<file path="src/rtl/core/gnal_pkg.sv">
// shared types, constants and config decoding for the grid neighbor address list
package gnal_pkg;

  localparam int unsigned MAX_RANK = 3;
  localparam int unsigned MAX_DIM  = 1024;
  localparam int unsigned CW       = 10;
  localparam int unsigned DW       = 11;
  localparam int unsigned AW       = 30;
  localparam int unsigned CODE_W   = 6;
  localparam int unsigned IDX_W    = 3;

  typedef enum logic [IDX_W-1:0] {
    REG_RANK      = 3'd0,
    REG_MODE      = 3'd1,
    REG_DIM_0     = 3'd2,
    REG_DIM_1     = 3'd3,
    REG_DIM_2     = 3'd4,
    REG_WRAP_MASK = 3'd5
  } reg_idx_e;

  typedef enum logic [1:0] {
    ST_NEIGHBOR = 2'd0,
    ST_NONE     = 2'd1,
    ST_RANGE    = 2'd2
  } status_e;

  localparam logic [2:0] MODE_FACE      = 3'd0;
  localparam logic [2:0] MODE_FACE_PER  = 3'd1;
  localparam logic [2:0] MODE_BOX       = 3'd2;
  localparam logic [2:0] MODE_BOX_PER   = 3'd3;
  localparam logic [2:0] MODE_FACE_MASK = 3'd4;
  localparam logic [2:0] MODE_BOX_MASK  = 3'd5;
  localparam logic [2:0] MODE_FACE_CODE = 3'd6;
  localparam logic [2:0] MODE_BOX_CODE  = 3'd7;

  // raw register contents
  typedef struct packed {
    logic [1:0]    rank;
    logic [2:0]    mode;
    logic [DW-1:0] dim_0;
    logic [DW-1:0] dim_1;
    logic [DW-1:0] dim_2;
    logic [2:0]    wrap_mask;
  } cfg_t;

  // clamped geometry and mode flags
  typedef struct packed {
    logic [1:0]             rank;
    logic [2:0][DW-1:0]     dim;
    logic                   face;
    logic                   dedup;
    logic                   codes;
    logic [2:0]             per;
  } geom_t;

  // one classified cell handed from front to back
  typedef struct packed {
    logic               err;
    logic [2:0][CW-1:0] coord;
    logic [AW-1:0]      ad;
    logic [AW-1:0]      s0;
    logic [AW-1:0]      w0;
    logic [AW-1:0]      w1;
  } item_t;

  function automatic logic [DW-1:0] clamp_dim(input logic [DW-1:0] d);
    clamp_dim = (d > DW'(MAX_DIM)) ? DW'(MAX_DIM) : d;
  endfunction

  function automatic geom_t decode_cfg(input cfg_t c);
    geom_t g;
    g.rank = (c.rank == 2'd0) ? 2'd1 : c.rank;
    if (g.rank > 2'(MAX_RANK)) g.rank = 2'(MAX_RANK);
    g.dim[0] = clamp_dim(c.dim_0);
    g.dim[1] = clamp_dim(c.dim_1);
    g.dim[2] = clamp_dim(c.dim_2);
    g.face   = (c.mode == MODE_FACE) || (c.mode == MODE_FACE_PER) ||
               (c.mode == MODE_FACE_MASK) || (c.mode == MODE_FACE_CODE);
    g.dedup  = (c.mode == MODE_FACE_PER) || (c.mode == MODE_BOX_PER) ||
               (c.mode == MODE_FACE_MASK) || (c.mode == MODE_BOX_MASK);
    g.codes  = (c.mode == MODE_FACE_CODE) || (c.mode == MODE_BOX_CODE);
    if ((c.mode == MODE_FACE_PER) || (c.mode == MODE_BOX_PER)) g.per = 3'b111;
    else if (c.mode >= MODE_FACE_MASK) g.per = c.wrap_mask;
    else g.per = 3'b000;
    return g;
  endfunction

endpackage

</file>
<file path="src/rtl/core/gnal_in_if.sv">
// input channel carrying one cell coordinate word
interface gnal_in_if import gnal_pkg::*; ();
  logic          valid;
  logic          ready;
  logic [CW-1:0] coord_0;
  logic [CW-1:0] coord_1;
  logic [CW-1:0] coord_2;
  modport source(output valid, output coord_0, output coord_1, output coord_2, input ready);
  modport sink(input valid, input coord_0, input coord_1, input coord_2, output ready);
endinterface

</file>
<file path="src/rtl/core/gnal_out_if.sv">
// output channel carrying one neighbor result word
interface gnal_out_if import gnal_pkg::*; ();
  logic              valid;
  logic              ready;
  logic [AW-1:0]     neighbor_address;
  logic [CODE_W-1:0] wrap_code;
  logic              after_center;
  logic [1:0]        status;
  logic              last;
  modport source(output valid, output neighbor_address, output wrap_code,
                 output after_center, output status, output last, input ready);
  modport sink(input valid, input neighbor_address, input wrap_code,
               input after_center, input status, input last, output ready);
endinterface

</file>
<file path="src/rtl/core/gnal_cfg_if.sv">
// configuration write channel
interface gnal_cfg_if import gnal_pkg::*; ();
  logic             valid;
  logic             ready;
  logic [IDX_W-1:0] index;
  logic [DW-1:0]    data;
  modport source(output valid, output index, output data, input ready);
  modport sink(input valid, input index, input data, output ready);
endinterface

</file>
<file path="src/rtl/core/gnal_front.sv">
// front end: accepts a cell, checks range, computes center address, strides and wrap deltas
module gnal_front import gnal_pkg::*; (
  input  logic        clk_i,
  input  logic        rst_ni,
  input  geom_t       geom_i,
  gnal_in_if.sink     in_i,
  output logic        push_valid_o,
  output item_t       push_item_o,
  input  logic        push_ready_i
);

  typedef enum logic [2:0] {
    F_IDLE, F_CENTER_A, F_CENTER_B, F_STRIDE, F_WRAP_0, F_WRAP_1, F_PUSH
  } fstate_e;

  fstate_e            state_q;
  logic [2:0][CW-1:0] c_q;
  logic               err_q;
  logic [20:0]        acc_q;
  logic [AW-1:0]      ad_q, s0_q, w0_q, w1_q;

  logic [2:0][CW-1:0] in_c;
  logic [2:0][CW-1:0] ce;
  logic [DW-1:0]      d0, d1, d2;
  logic               range_err;
  logic [20:0]        mul_a;
  logic [DW-1:0]      mul_b;
  logic [CW-1:0]      mul_c;
  logic [31:0]        prod;

  assign in_c[0] = in_i.coord_0;
  assign in_c[1] = in_i.coord_1;
  assign in_c[2] = in_i.coord_2;

  // range check over the used dimensions
  always_comb begin
    range_err = 1'b0;
    for (int i = 0; i < 3; i++) begin
      if ((2'(i) < geom_i.rank) && ({1'b0, in_c[i]} >= geom_i.dim[i])) range_err = 1'b1;
    end
  end

  // unused dimensions act as size one, coordinate zero
  always_comb begin
    d0 = geom_i.dim[0];
    d1 = (geom_i.rank >= 2'd2) ? geom_i.dim[1] : DW'(1);
    d2 = (geom_i.rank >= 2'd3) ? geom_i.dim[2] : DW'(1);
    ce[0] = c_q[0];
    ce[1] = (geom_i.rank >= 2'd2) ? c_q[1] : '0;
    ce[2] = (geom_i.rank >= 2'd3) ? c_q[2] : '0;
  end

  // shared multiply-add, one product per step
  always_comb begin
    mul_a = '0;
    mul_b = '0;
    mul_c = '0;
    unique case (state_q)
      F_CENTER_A: begin mul_a = 21'(ce[0]); mul_b = d1; mul_c = ce[1]; end
      F_CENTER_B: begin mul_a = acc_q; mul_b = d2; mul_c = ce[2]; end
      F_STRIDE:   begin mul_a = 21'(d1); mul_b = d2; end
      F_WRAP_0:   begin mul_a = s0_q[20:0]; mul_b = d0 - DW'(1); end
      F_WRAP_1:   begin mul_a = 21'(d2); mul_b = d1 - DW'(1); end
      default:    begin mul_a = '0; end
    endcase
  end

  assign prod = 32'(mul_a) * 32'(mul_b) + 32'(mul_c);

  // step sequencer
  always_ff @(posedge clk_i or negedge rst_ni) begin
    if (!rst_ni) begin
      state_q <= F_IDLE;
    end else begin
      unique case (state_q)
        F_IDLE: begin
          if (in_i.valid) begin
            c_q     <= in_c;
            err_q   <= range_err;
            state_q <= range_err ? F_PUSH : F_CENTER_A;
          end
        end
        F_CENTER_A: begin acc_q <= prod[20:0]; state_q <= F_CENTER_B; end
        F_CENTER_B: begin ad_q <= prod[AW-1:0]; state_q <= F_STRIDE; end
        F_STRIDE:   begin s0_q <= prod[AW-1:0]; state_q <= F_WRAP_0; end
        F_WRAP_0:   begin w0_q <= prod[AW-1:0]; state_q <= F_WRAP_1; end
        F_WRAP_1:   begin w1_q <= prod[AW-1:0]; state_q <= F_PUSH; end
        F_PUSH: begin
          if (push_ready_i) state_q <= F_IDLE;
        end
        default: state_q <= F_IDLE;
      endcase
    end
  end

  assign in_i.ready   = (state_q == F_IDLE);
  assign push_valid_o = (state_q == F_PUSH);

  always_comb begin
    push_item_o.err   = err_q;
    push_item_o.coord = c_q;
    push_item_o.ad    = ad_q;
    push_item_o.s0    = s0_q;
    push_item_o.w0    = w0_q;
    push_item_o.w1    = w1_q;
  end

endmodule

</file>
<file path="src/rtl/core/gnal_queue.sv">
// two-entry queue between front and back
module gnal_queue import gnal_pkg::*; (
  input  logic  clk_i,
  input  logic  rst_ni,
  input  logic  push_valid_i,
  input  item_t push_item_i,
  output logic  push_ready_o,
  output logic  pop_valid_o,
  output item_t pop_item_o,
  input  logic  pop_ready_i
);

  item_t      mem_q [2];
  logic       wptr_q, rptr_q;
  logic [1:0] cnt_q;
  logic       do_push, do_pop;

  assign push_ready_o = (cnt_q != 2'd2);
  assign pop_valid_o  = (cnt_q != 2'd0);
  assign do_push      = push_valid_i && push_ready_o;
  assign do_pop       = pop_valid_o && pop_ready_i;
  assign pop_item_o   = mem_q[rptr_q];

  // storage
  always_ff @(posedge clk_i) begin
    if (do_push) mem_q[wptr_q] <= push_item_i;
  end

  // pointers and fill
  always_ff @(posedge clk_i or negedge rst_ni) begin
    if (!rst_ni) begin
      wptr_q <= 1'b0;
      rptr_q <= 1'b0;
      cnt_q  <= 2'd0;
    end else begin
      if (do_push) wptr_q <= ~wptr_q;
      if (do_pop)  rptr_q <= ~rptr_q;
      if (do_push && !do_pop) cnt_q <= cnt_q + 2'd1;
      else if (do_pop && !do_push) cnt_q <= cnt_q - 2'd1;
    end
  end

endmodule

</file>
<file path="src/rtl/core/gnal_back.sv">
// back end: walks neighbor offsets, drops duplicates in dedup modes, emits results
module gnal_back import gnal_pkg::*; #(
  parameter int unsigned MAX_NEIGHBORS = 26
) (
  input  logic        clk_i,
  input  logic        rst_ni,
  input  geom_t       geom_i,
  input  logic        pop_valid_i,
  input  item_t       pop_item_i,
  output logic        pop_ready_o,
  gnal_out_if.source  out_o
);

  localparam int unsigned CNT_W = $clog2(MAX_NEIGHBORS + 1);
  localparam int unsigned SIX_W = (MAX_NEIGHBORS > 1) ? $clog2(MAX_NEIGHBORS) : 1;

  typedef enum logic [1:0] {G_IDLE, G_RUN, G_END} gstate_e;

  typedef struct packed {
    logic              is_end;
    logic              err;
    logic [AW-1:0]     addr;
    logic [CODE_W-1:0] code;
    logic              after;
  } cand_t;

  // walker state
  gstate_e        gst_q;
  item_t          it_q;
  logic [2:0][1:0] dg_q;
  logic [2:0]     fk_q;
  logic           aft_q;

  // candidate stage
  logic           cand_vq;
  cand_t          cand_q;

  // pending result and output register
  logic           pend_vq;
  cand_t          pend_q;
  logic           out_vq;
  logic [AW-1:0]  out_addr_q;
  logic [CODE_W-1:0] out_code_q;
  logic           out_after_q;
  status_e        out_status_q;
  logic           out_last_q;

  // emitted address store
  logic [AW-1:0]  store_q [MAX_NEIGHBORS];
  logic [CNT_W-1:0] cnt_q;

  logic [2:0][1:0] pd;
  logic [2:0][1:0] dg_next;
  logic [1:0]     fdim;
  logic [2:0]     two_r;
  logic           center, lastpos, ok;
  logic [AW-1:0]  addr;
  logic [CODE_W-1:0] code;
  logic           after;
  logic           cand_rdy, eval_take, need_push, can_push, hit, keep;

  assign two_r = {geom_i.rank, 1'b0};
  assign fdim  = 2'(two_r - 3'd1 - fk_q);

  // current offset digits, next digits and end of walk
  always_comb begin
    logic carry;
    pd = dg_q;
    if (geom_i.face) begin
      pd = {3{2'd1}};
      if (fk_q < {1'b0, geom_i.rank}) pd[fk_q[1:0]] = 2'd0;
      else pd[fdim] = 2'd2;
    end
    center = !geom_i.face && (pd == {3{2'd1}});
    if (geom_i.face) begin
      lastpos = (fk_q == two_r - 3'd1);
    end else begin
      lastpos = 1'b1;
      for (int i = 0; i < 3; i++) begin
        if ((2'(i) < geom_i.rank) && (pd[i] != 2'd2)) lastpos = 1'b0;
      end
    end
    dg_next = dg_q;
    carry = 1'b1;
    for (int i = 2; i >= 0; i--) begin
      if ((2'(i) < geom_i.rank) && carry) begin
        if (dg_q[i] == 2'd2) begin
          dg_next[i] = 2'd0;
        end else begin
          dg_next[i] = dg_q[i] + 2'd1;
          carry = 1'b0;
        end
      end
    end
  end

  // neighbor address from center address plus per-dimension deltas
  always_comb begin
    logic [2:0][AW-1:0] sd, wd, dl;
    logic [DW-1:0] d2e;
    d2e = (geom_i.rank >= 2'd3) ? geom_i.dim[2] : DW'(1);
    sd[0] = it_q.s0;
    sd[1] = AW'(d2e);
    sd[2] = AW'(1);
    wd[0] = it_q.w0;
    wd[1] = it_q.w1;
    wd[2] = AW'(d2e - DW'(1));
    ok   = 1'b1;
    code = '0;
    for (int i = 0; i < 3; i++) begin
      dl[i] = '0;
      if (2'(i) < geom_i.rank) begin
        if (pd[i] == 2'd0) begin
          if (it_q.coord[i] != '0) dl[i] = AW'(0) - sd[i];
          else if (geom_i.per[i]) begin
            dl[i] = wd[i];
            code[2*i +: 2] = 2'd1;
          end else ok = 1'b0;
        end else if (pd[i] == 2'd2) begin
          if (({1'b0, it_q.coord[i]} + DW'(1)) < geom_i.dim[i]) dl[i] = sd[i];
          else if (geom_i.per[i]) begin
            dl[i] = AW'(0) - wd[i];
            code[2*i +: 2] = 2'd2;
          end else ok = 1'b0;
        end
      end
    end
    if (!geom_i.codes) code = '0;
    addr  = it_q.ad + dl[0] + dl[1] + dl[2];
    after = geom_i.face ? (fk_q >= {1'b0, geom_i.rank}) : aft_q;
  end

  // duplicate search over the emitted store
  always_comb begin
    hit = 1'b0;
    for (int k = 0; k < MAX_NEIGHBORS; k++) begin
      if ((CNT_W'(k) < cnt_q) && (store_q[k] == cand_q.addr)) hit = 1'b1;
    end
  end

  // result stage handshake
  assign can_push  = !out_vq || out_o.ready;
  assign keep      = !(geom_i.dedup && hit) && (cnt_q < CNT_W'(MAX_NEIGHBORS));
  assign need_push = cand_q.is_end || (keep && pend_vq);
  assign eval_take = cand_vq && !(need_push && !can_push);
  assign cand_rdy  = !cand_vq || eval_take;
  assign pop_ready_o = (gst_q == G_IDLE);

  // offset walker
  always_ff @(posedge clk_i or negedge rst_ni) begin
    if (!rst_ni) begin
      gst_q   <= G_IDLE;
      cand_vq <= 1'b0;
    end else begin
      if (eval_take) cand_vq <= 1'b0;
      unique case (gst_q)
        G_IDLE: begin
          if (pop_valid_i) begin
            it_q  <= pop_item_i;
            fk_q  <= 3'd0;
            aft_q <= 1'b0;
            for (int i = 0; i < 3; i++) dg_q[i] <= (2'(i) < geom_i.rank) ? 2'd0 : 2'd1;
            gst_q <= pop_item_i.err ? G_END : G_RUN;
          end
        end
        G_RUN: begin
          if (cand_rdy) begin
            if (center) begin
              aft_q <= 1'b1;
            end else if (ok) begin
              cand_vq       <= 1'b1;
              cand_q.is_end <= 1'b0;
              cand_q.err    <= 1'b0;
              cand_q.addr   <= addr;
              cand_q.code   <= code;
              cand_q.after  <= after;
            end
            fk_q <= fk_q + 3'd1;
            dg_q <= dg_next;
            if (lastpos) gst_q <= G_END;
          end
        end
        G_END: begin
          if (cand_rdy) begin
            cand_vq       <= 1'b1;
            cand_q.is_end <= 1'b1;
            cand_q.err    <= it_q.err;
            cand_q.addr   <= '0;
            cand_q.code   <= '0;
            cand_q.after  <= 1'b0;
            gst_q         <= G_IDLE;
          end
        end
        default: gst_q <= G_IDLE;
      endcase
    end
  end

  // store writes
  always_ff @(posedge clk_i) begin
    if (eval_take && !cand_q.is_end && keep) store_q[cnt_q[SIX_W-1:0]] <= cand_q.addr;
  end

  // pending result, count and output register
  always_ff @(posedge clk_i or negedge rst_ni) begin
    if (!rst_ni) begin
      pend_vq <= 1'b0;
      cnt_q   <= '0;
      out_vq  <= 1'b0;
    end else begin
      if (out_o.ready) out_vq <= 1'b0;
      if (eval_take) begin
        if (cand_q.is_end) begin
          out_vq <= 1'b1;
          out_last_q <= 1'b1;
          if (cand_q.err) begin
            out_addr_q <= '0; out_code_q <= '0; out_after_q <= 1'b0;
            out_status_q <= ST_RANGE;
          end else if (pend_vq) begin
            out_addr_q <= pend_q.addr; out_code_q <= pend_q.code;
            out_after_q <= pend_q.after; out_status_q <= ST_NEIGHBOR;
          end else begin
            out_addr_q <= '0; out_code_q <= '0; out_after_q <= 1'b0;
            out_status_q <= ST_NONE;
          end
          pend_vq <= 1'b0;
          cnt_q   <= '0;
        end else if (keep) begin
          if (pend_vq) begin
            out_vq <= 1'b1;
            out_last_q <= 1'b0;
            out_addr_q <= pend_q.addr; out_code_q <= pend_q.code;
            out_after_q <= pend_q.after; out_status_q <= ST_NEIGHBOR;
          end
          pend_q  <= cand_q;
          pend_vq <= 1'b1;
          cnt_q   <= cnt_q + CNT_W'(1);
        end
      end
    end
  end

  assign out_o.valid            = out_vq;
  assign out_o.neighbor_address = out_addr_q;
  assign out_o.wrap_code        = out_code_q;
  assign out_o.after_center     = out_after_q;
  assign out_o.status           = out_status_q;
  assign out_o.last             = out_last_q;

endmodule

</file>
<file path="src/rtl/core/grid_neighbor_address_list.sv">
// Grid neighbor address list: a cell in, its neighbor addresses out, one word per cycle
// at most, held while the output is not ready. The front holds a cell through accept,
// five shared multiply steps and push; an out-of-range cell skips the multiply steps.
// The back walks one offset per cycle when the output does not stall it: 2*rank offsets
// in face modes, 3^rank in box modes; meanwhile the front can take the next cell.
// Reset: registers return to rank 3, mode 0, sizes 16, no wrap; queue and output empty.
module grid_neighbor_address_list import gnal_pkg::*; #(
  parameter int unsigned MAX_NEIGHBORS = 26
) (
  input  logic        clk_i,
  input  logic        rst_ni,
  gnal_cfg_if.sink    cfg_i,
  gnal_in_if.sink     in_i,
  gnal_out_if.source  out_o
);

  cfg_t  cfg_q;
  geom_t geom;
  logic  push_valid, push_ready, pop_valid, pop_ready;
  item_t push_item, pop_item;

  // configuration registers
  always_ff @(posedge clk_i or negedge rst_ni) begin
    if (!rst_ni) begin
      cfg_q.rank      <= 2'd3;
      cfg_q.mode      <= MODE_FACE;
      cfg_q.dim_0     <= DW'(16);
      cfg_q.dim_1     <= DW'(16);
      cfg_q.dim_2     <= DW'(16);
      cfg_q.wrap_mask <= 3'd0;
    end else if (cfg_i.valid) begin
      unique case (cfg_i.index)
        REG_RANK:      cfg_q.rank      <= cfg_i.data[1:0];
        REG_MODE:      cfg_q.mode      <= cfg_i.data[2:0];
        REG_DIM_0:     cfg_q.dim_0     <= cfg_i.data;
        REG_DIM_1:     cfg_q.dim_1     <= cfg_i.data;
        REG_DIM_2:     cfg_q.dim_2     <= cfg_i.data;
        REG_WRAP_MASK: cfg_q.wrap_mask <= cfg_i.data[2:0];
        default:       cfg_q.rank      <= cfg_q.rank;
      endcase
    end
  end

  assign cfg_i.ready = 1'b1;
  assign geom        = decode_cfg(cfg_q);

  gnal_front u_front (
    .clk_i        (clk_i),
    .rst_ni       (rst_ni),
    .geom_i       (geom),
    .in_i         (in_i),
    .push_valid_o (push_valid),
    .push_item_o  (push_item),
    .push_ready_i (push_ready)
  );

  gnal_queue u_queue (
    .clk_i        (clk_i),
    .rst_ni       (rst_ni),
    .push_valid_i (push_valid),
    .push_item_i  (push_item),
    .push_ready_o (push_ready),
    .pop_valid_o  (pop_valid),
    .pop_item_o   (pop_item),
    .pop_ready_i  (pop_ready)
  );

  gnal_back #(.MAX_NEIGHBORS(MAX_NEIGHBORS)) u_back (
    .clk_i       (clk_i),
    .rst_ni      (rst_ni),
    .geom_i      (geom),
    .pop_valid_i (pop_valid),
    .pop_item_i  (pop_item),
    .pop_ready_o (pop_ready),
    .out_o       (out_o)
  );

endmodule
</file>
<file path="src/flat_wrapper.sv">
// flat-port wrapper written by rule: the top's interface ports become plain ports
module grid_neighbor_address_list_flat import gnal_pkg::*;
#(
  parameter int unsigned MAX_NEIGHBORS = 26
)
  (clk_i, rst_ni, cfg_i_valid, cfg_i_index, cfg_i_data, cfg_i_ready, in_i_valid, in_i_coord_0, in_i_coord_1, in_i_coord_2, in_i_ready, out_o_valid, out_o_neighbor_address, out_o_wrap_code, out_o_after_center, out_o_status, out_o_last, out_o_ready);
  gnal_cfg_if cfg_i_i ();
  gnal_in_if in_i_i ();
  gnal_out_if out_o_i ();
  input  logic clk_i;
  input  logic rst_ni;
  input wire logic [$bits(cfg_i_i.valid)-1:0] cfg_i_valid;
  input wire logic [$bits(cfg_i_i.index)-1:0] cfg_i_index;
  input wire logic [$bits(cfg_i_i.data)-1:0] cfg_i_data;
  output wire logic [$bits(cfg_i_i.ready)-1:0] cfg_i_ready;
  input wire logic [$bits(in_i_i.valid)-1:0] in_i_valid;
  input wire logic [$bits(in_i_i.coord_0)-1:0] in_i_coord_0;
  input wire logic [$bits(in_i_i.coord_1)-1:0] in_i_coord_1;
  input wire logic [$bits(in_i_i.coord_2)-1:0] in_i_coord_2;
  output wire logic [$bits(in_i_i.ready)-1:0] in_i_ready;
  output wire logic [$bits(out_o_i.valid)-1:0] out_o_valid;
  output wire logic [$bits(out_o_i.neighbor_address)-1:0] out_o_neighbor_address;
  output wire logic [$bits(out_o_i.wrap_code)-1:0] out_o_wrap_code;
  output wire logic [$bits(out_o_i.after_center)-1:0] out_o_after_center;
  output wire logic [$bits(out_o_i.status)-1:0] out_o_status;
  output wire logic [$bits(out_o_i.last)-1:0] out_o_last;
  input wire logic [$bits(out_o_i.ready)-1:0] out_o_ready;
  assign cfg_i_i.valid = cfg_i_valid;
  assign cfg_i_i.index = cfg_i_index;
  assign cfg_i_i.data = cfg_i_data;
  assign cfg_i_ready = cfg_i_i.ready;
  assign in_i_i.valid = in_i_valid;
  assign in_i_i.coord_0 = in_i_coord_0;
  assign in_i_i.coord_1 = in_i_coord_1;
  assign in_i_i.coord_2 = in_i_coord_2;
  assign in_i_ready = in_i_i.ready;
  assign out_o_valid = out_o_i.valid;
  assign out_o_neighbor_address = out_o_i.neighbor_address;
  assign out_o_wrap_code = out_o_i.wrap_code;
  assign out_o_after_center = out_o_i.after_center;
  assign out_o_status = out_o_i.status;
  assign out_o_last = out_o_i.last;
  assign out_o_i.ready = out_o_ready;
  grid_neighbor_address_list #(.MAX_NEIGHBORS(MAX_NEIGHBORS)) u_core (.clk_i(clk_i), .rst_ni(rst_ni), .cfg_i(cfg_i_i), .in_i(in_i_i), .out_o(out_o_i));
endmodule
</file>
<file path="config.mk">
export PLATFORM = sky130hd
export DESIGN_NAME = grid_neighbor_address_list_flat
export DESIGN_NICKNAME = d
export VERILOG_FILES = /design/src/rtl/core/gnal_pkg.sv /design/src/rtl/core/gnal_in_if.sv /design/src/rtl/core/gnal_out_if.sv /design/src/rtl/core/gnal_cfg_if.sv /design/src/rtl/core/gnal_front.sv /design/src/rtl/core/gnal_queue.sv /design/src/rtl/core/gnal_back.sv /design/src/rtl/core/grid_neighbor_address_list.sv /design/src/flat_wrapper.sv
export SDC_FILE = /design/constraint.sdc
export NUM_CORES = 2
export LEC_CHECK = 0
export ABC_AREA = 0
export BUFFER_PORTS_ARGS = -buffer_cell sky130_fd_sc_hd__buf_2
export CORE_MARGIN = 3
export CORE_UTILIZATION = 60
export DETAILED_ROUTE_END_ITERATION = 12
export PLACE_DENSITY = 0.81
export SLEW_MARGIN = 40
export SYNTH_ARGS = -nofsm -noshare
export SYNTH_HDL_FRONTEND = slang
export SYNTH_SLANG_ARGS = --single-unit
</file>
<file path="constraint.sdc">
create_clock -name clk_i -period 21.7 [get_ports clk_i]
set_clock_uncertainty 0.1 [all_clocks]
set_input_delay 4.34 -clock clk_i [delete_from_list [all_inputs] [get_ports clk_i]]
set_output_delay 4.34 -clock clk_i [all_outputs]
set_load 0.1 [all_outputs]
</file>
==> results_tabular.tex <==
\begin{tabular}{lr}
\hline
Metric & Value \\
\hline
\multicolumn{2}{l}{\textbf{Timing}} \\
Final number of setup-violating endpoints & 0 \\
Slew Limit Headroom & 0.3555 \\
Portion of the clock cycle consumed by the worst path in the final layout & 0.4213 \\
Setup repair after global routing missed its margin & no \\
Worst-Margin Slew & approximately 0.96 ns \\
Fmax & roughly 110 MHz \\
Max-slew violation count & 0 \\
Post-layout worst setup margin & approximately 13 ns \\
Hold violation total from the final report & 0 \\
Minimum period implied by the final worst setup slack & about 9 ns \\
Final setup TNS & 0 ns \\
\multicolumn{2}{l}{\textbf{Pwr}} \\
Cell-internal power & 7.305 mW \\
Portion of total power attributed to the clock network & 0.215 \\
Total Power & 12.11 mW \\
VDD IR max & 0.00009656 V \\
Total power divided by cell area & about 140 nW/um2 \\
Comb power frac & 0.412 \\
Power share of the sequential group & 0.372 \\
Share of total power consumed by net switching & 0.3965 \\
Switching power & approximately 4.8 mW \\
Pleak & roughly 30 nW \\
\multicolumn{2}{l}{\textbf{Layout}} \\
Core Util, Final & 0.6703 \\
Ratio of cells with drive above 1 in the final layout & 0.1214 \\
Post-layout nets & approximately 6200 \\
Sequential cell area & 46540 um2 \\
Footprint of the multi-input gates & about 28000 um2 \\
Post-route non-filler standard cell count & between 7000 and 8000 \\
Fill count & 8465 \\
Layout overhead on the synthesized area & 10.35\% \\
\multicolumn{2}{l}{\textbf{Setup path}} \\
Critical setup path kind & flip-flop to flip-flop \\
FF-to-FF path depth & 25 \\
CP Capture Type & flip-flop \\
Largest driver fanout on the critical path & 23 \\
Flop2flop setup slack & approximately 13 ns \\
Worst r2r src & u\_core.cfg\_q[40]\$\_DFFE\_PN1P\_ \\
Worst EP arrival & about 9.6 ns \\
Type of origin of the critical path & flip-flop \\
Req. time, crit path & 22.14 ns \\
Endpoint of the worst-slack reg-to-reg timing path & u\_core.u\_front.s0\_q[23]\$\_DFFE\_PP\_ \\
\multicolumn{2}{l}{\textbf{Routing}} \\
Drt first-iter violations & between 5000 and 6000 \\
Vias per cell & 6.216 \\
Routed Wire Length & around 190000 um \\
Wire length per cell after detailed routing & 25.63 um \\
Vias & roughly 47000 \\
Number of detailed-routing iterations run before antenna repair & 7 \\
Detailed-route DRC error count & 0 \\
Count of nets left with antenna violations after detail routing & 0 \\
\multicolumn{2}{l}{\textbf{Global route}} \\
Final global-route overflow total & 0 \\
Largest net degree at the start of global routing & between 70 and 80 \\
Overall Global Routing Usage & 0.2933 \\
Number of antenna violations at the first check in global routing & 7 \\
Vias in the first global route & $\sim$47000 \\
Global-route wire length before repair & 290100 um \\
\multicolumn{2}{l}{\textbf{Floorplanning}} \\
\# rows & 130 \\
Core area & roughly 130000 um2 \\
Number of top-level pins & approximately 90 \\
Horizontal die dimension & around 360 um \\
Floorplan die area & approximately 130000 um2 \\
Effective utilization at floorplan & 0.6074 \\
Chip Height & about 360 um \\
\multicolumn{2}{l}{\textbf{CTS}} \\
Hold Buf Count CTS & 0 \\
Maximum buffer depth of the clock tree & 3 \\
\# Post-CTS Setup Buffers & 0 \\
Clk root buf & sky130\_fd\_sc\_hd\_\_clkbuf\_16 \\
Number of levels in the clock H-tree & 4 \\
\# resized after CTS & 0 \\
Register clock-pin slew on the reported worst setup and hold paths & about 0.060 ns \\
Clk sink count & between 1500 and 2000 \\
Clock latency reported for the late side of the worst-skew pair & between 0.7 and 0.8 ns \\
TritonCTS clock tree & done \\
Number of clock buffers inserted by TritonCTS & 155 \\
\multicolumn{2}{l}{\textbf{Place}} \\
Input/output buffers & 90 \\
Pre-CTS worst setup slack & approximately 13 ns \\
Cell count after placement & a little over 7000 \\
Routability-driven placement congestion ratio & approximately 0.93 \\
Final HPWL from detailed placement & 127000 um \\
\multicolumn{2}{l}{\textbf{Synthesis}} \\
Post-Synthesis Cell Area & between 70000 and 80000 um2 \\
Async S/R FF share, synth & 0.03720 \\
Synthesized Nets & 6044 \\
Dominant register cell in the synthesized netlist & sky130\_fd\_sc\_hd\_\_edfxtp\_1 \\
Count of yosys warnings during synthesis & 0 \\
Number of distinct library cells after synthesis & 83 \\
Synthesized area per cell & approximately 14 um2 \\
Count of flip-flops with a built-in enable after synthesis & around 1500 \\
Register bit total from synthesis & 1559 \\
Gate Count Post-Synth & about 5600 \\
Top cells by area, synth & sky130\_fd\_sc\_hd\_\_edfxtp\_1, sky130\_fd\_sc\_hd\_\_xor2\_1, sky130\_fd\_sc\_hd\_\_fa\_1 \\
Sequential-to-total area share from yosys stat & 0.6069 \\
Most area-hungry cell type in the Yosys netlist & sky130\_fd\_sc\_hd\_\_edfxtp\_1 \\
Area share of the largest cell type after synthesis & 0.5879 \\
\multicolumn{2}{l}{\textbf{Min path}} \\
Cells on Worst Hold Path & 0 \\
Startpoint of the worst hold path & u\_core.u\_front.w1\_q[9]\$\_DFFE\_PP\_ \\
Endpoint of the worst hold-timing path & u\_core.u\_queue.mem\_q[0][9]\$\_DFFE\_PP\_ \\
Classification of the worst-slack hold path & flip-flop to flip-flop \\
\multicolumn{2}{l}{\textbf{Outcome}} \\
Status & completed \\
\multicolumn{2}{l}{\textbf{Run}} \\
Maximum capacitance violations & 0 \\
\hline
\end{tabular}
## worst max-delay path: stages, from the launching register on
cell and delay, ns:
sky130_fd_sc_hd__dfstp_2 0.88, sky130_fd_sc_hd__nand2_1 0.40, sky130_fd_sc_hd__a21oi_1 0.54, sky130_fd_sc_hd__nand2_1 0.31, sky130_fd_sc_hd__o22a_1 0.29, sky130_fd_sc_hd__o22ai_2 0.59, sky130_fd_sc_hd__nand2_1 0.17, sky130_fd_sc_hd__fa_1 0.53
sky130_fd_sc_hd__fa_1 0.54, sky130_fd_sc_hd__inv_1 0.05, sky130_fd_sc_hd__fa_1 0.45, sky130_fd_sc_hd__fa_1 0.50, sky130_fd_sc_hd__inv_1 0.06, sky130_fd_sc_hd__fa_1 0.47, sky130_fd_sc_hd__inv_1 0.04, sky130_fd_sc_hd__ha_1 0.33
sky130_fd_sc_hd__a21o_1 0.23, sky130_fd_sc_hd__o221ai_1 0.20, sky130_fd_sc_hd__a21oi_1 0.10, sky130_fd_sc_hd__o41ai_1 0.56, sky130_fd_sc_hd__o2111ai_1 0.43, sky130_fd_sc_hd__and3_1 0.34, sky130_fd_sc_hd__nor3_1 0.21, sky130_fd_sc_hd__o21bai_1 0.12
sky130_fd_sc_hd__a21oi_1 0.18, sky130_fd_sc_hd__xnor2_1 0.24
## registers in the layout (all words and copies together) (netlist names), 21 cells and up
signal / count
u_core.u_back.store_q: 750
u_core.u_queue.mem_q: 302
u_core.u_back.it_q: 151
u_core.cfg_q: 41
u_core.u_back.cand_q: 39
u_core.u_back.pend_q: 37
u_core.u_back.out_o.neighbor_address: 30
u_core.u_front.ad_q: 30
u_core.u_front.push_item_o: 30
u_core.u_front.s0_q: 30
u_core.u_front.w0_q: 30
u_core.u_front.w1_q: 30
u_core.u_front.acc_q: 21
## worst max-delay path by stage
| stage | start | end | slack [ns] | cells past startpoint |
|---|---|---|---|---|
| 5_1_grt | u_core.cfg_q[5]$_DFFE_PN0P_ | u_core.u_front.s0_q[23]$_DFFE_PP_ | 12.24 | 26 |
| 3_5_place_dp | u_core.cfg_q[40]$_DFFE_PN1P_ | u_core.u_front.ad_q[29]$_DFFE_PP_ | 12.88 | 25 |
| 3_3_place_gp | u_core.cfg_q[40]$_DFFE_PN1P_ | u_core.u_front.ad_q[28]$_DFFE_PP_ | 12.43 | 25 |
| 2_1_floorplan | rst_ni | u_core.u_back.it_q[0]$_DFFE_PP_ | 10.21 | 2 |
| 4_1_cts | u_core.cfg_q[40]$_DFFE_PN1P_ | u_core.u_front.s0_q[23]$_DFFE_PP_ | 12.81 | 25 |
| 6_report | u_core.cfg_q[40]$_DFFE_PN1P_ | u_core.u_front.s0_q[23]$_DFFE_PP_ | 12.56 | 25 |
## power groups by stage
| stage | combinational, mW | sequential, mW | clock [mW] |
|---|---|---|---|
| after floorplan | 3.16 | 4.68 | 0 |
| after global placement | 4.74 | 4.53 | 0 |
| after detailed placement | 4.88 | 4.55 | 0 |
| after CTS | 4.93 | 4.50 | 2.63 |
| after global routing | 5.43 | 4.53 | 2.76 |
| final | 4.99 | 4.51 | 2.61 |
## cell usage in the layout (no fill, tap or decap), types with 28 or more instances in the layout
master                         n
sky130_fd_sc_hd__buf_2        90
sky130_fd_sc_hd__xnor2_1     299
sky130_fd_sc_hd__nor4_1      163
sky130_fd_sc_hd__a22oi_1      31
sky130_fd_sc_hd__mux2_2      186
sky130_fd_sc_hd__o21ai_0     106
sky130_fd_sc_hd__clkbuf_16   156
sky130_fd_sc_hd__fa_1        237
sky130_fd_sc_hd__nand2b_1     40
sky130_fd_sc_hd__nand2_1     315
sky130_fd_sc_hd__a21oi_1     138
sky130_fd_sc_hd__nand3_1      60
sky130_fd_sc_hd__o22ai_1      34
sky130_fd_sc_hd__nor2_1      289
sky130_fd_sc_hd__nand4_1     105
sky130_fd_sc_hd__and2_1       61
sky130_fd_sc_hd__inv_1       314
sky130_fd_sc_hd__and3_1       48
sky130_fd_sc_hd__xor2_1      609
sky130_fd_sc_hd__a211oi_1     28
sky130_fd_sc_hd__buf_4       143
sky130_fd_sc_hd__edfxtp_1   1501
sky130_fd_sc_hd__nor3_1      108
sky130_fd_sc_hd__a21o_1       37
sky130_fd_sc_hd__dfrtp_1      51
sky130_fd_sc_hd__nor2b_1      33
sky130_fd_sc_hd__clkbuf_1     44
sky130_fd_sc_hd__ha_1        192
sky130_fd_sc_hd__a31oi_1      35
## layout make-up
cell class | instances | share of cell area
sequential | 1559 | 0.5501
multi-input combinational | 3461 | 0.3331
clock buffer | 202 | 0.04842
tap | 1650 | 0.02440
timing repair buffer | 241 | 0.01937
inverter | 318 | 0.01411
clock inverter | 83 | 0.01035
antenna | 6 | 0.0001775
## cells by family (layout without fill, tap and decap cells)
family          count (synthesis)  count (layout)  synth area share
flops                        1559            1559            0.6069
simple gates                 1319            1319           0.08620
xor+xnor                      911             911            0.1041
compound gates                604             604           0.05257
buf+inv                       546             844           0.02823
fa+ha+maj                     429             429           0.09322
mux                           197             197           0.02876
other cells                     1               7        0.00004891
## cell usage after synthesis (all sizes together) (114+ instances only)
| master | number |
|---|---|
| edfxtp | 1501 |
| xor2 | 609 |
| inv | 315 |
| nand2 | 315 |
| xnor2 | 302 |
| nor2 | 294 |
| fa | 237 |
| ha | 192 |
| mux2 | 186 |
| nor4 | 167 |
| a21oi | 138 |
| clkbuf | 127 |
| nor3 | 115 |
| o21ai | 114 |
## per-layer routing
layer / track usage / wire (um) / up-vias
met4: 0.1260 / 8775 / 4
met3: 0.04386 / 15140 / 505
met1: 0.3885 / 75240 / 23500
met5: 0 / 17 / -
met2: 0.4875 / 93570 / 2233
li1: - / - / 20500
## metrics by stage
stage          cell area (um2)  hold slack [ns]
6_report                 84600           0.3164
2_1_floorplan            76670           0.3003
4_1_cts                  84550           0.3146
3_5_place_dp             79580           0.3152
3_3_place_gp             79400           0.3071
5_1_grt                  84590           0.3306
Note: power is estimated with default switching activity, not from simulation.
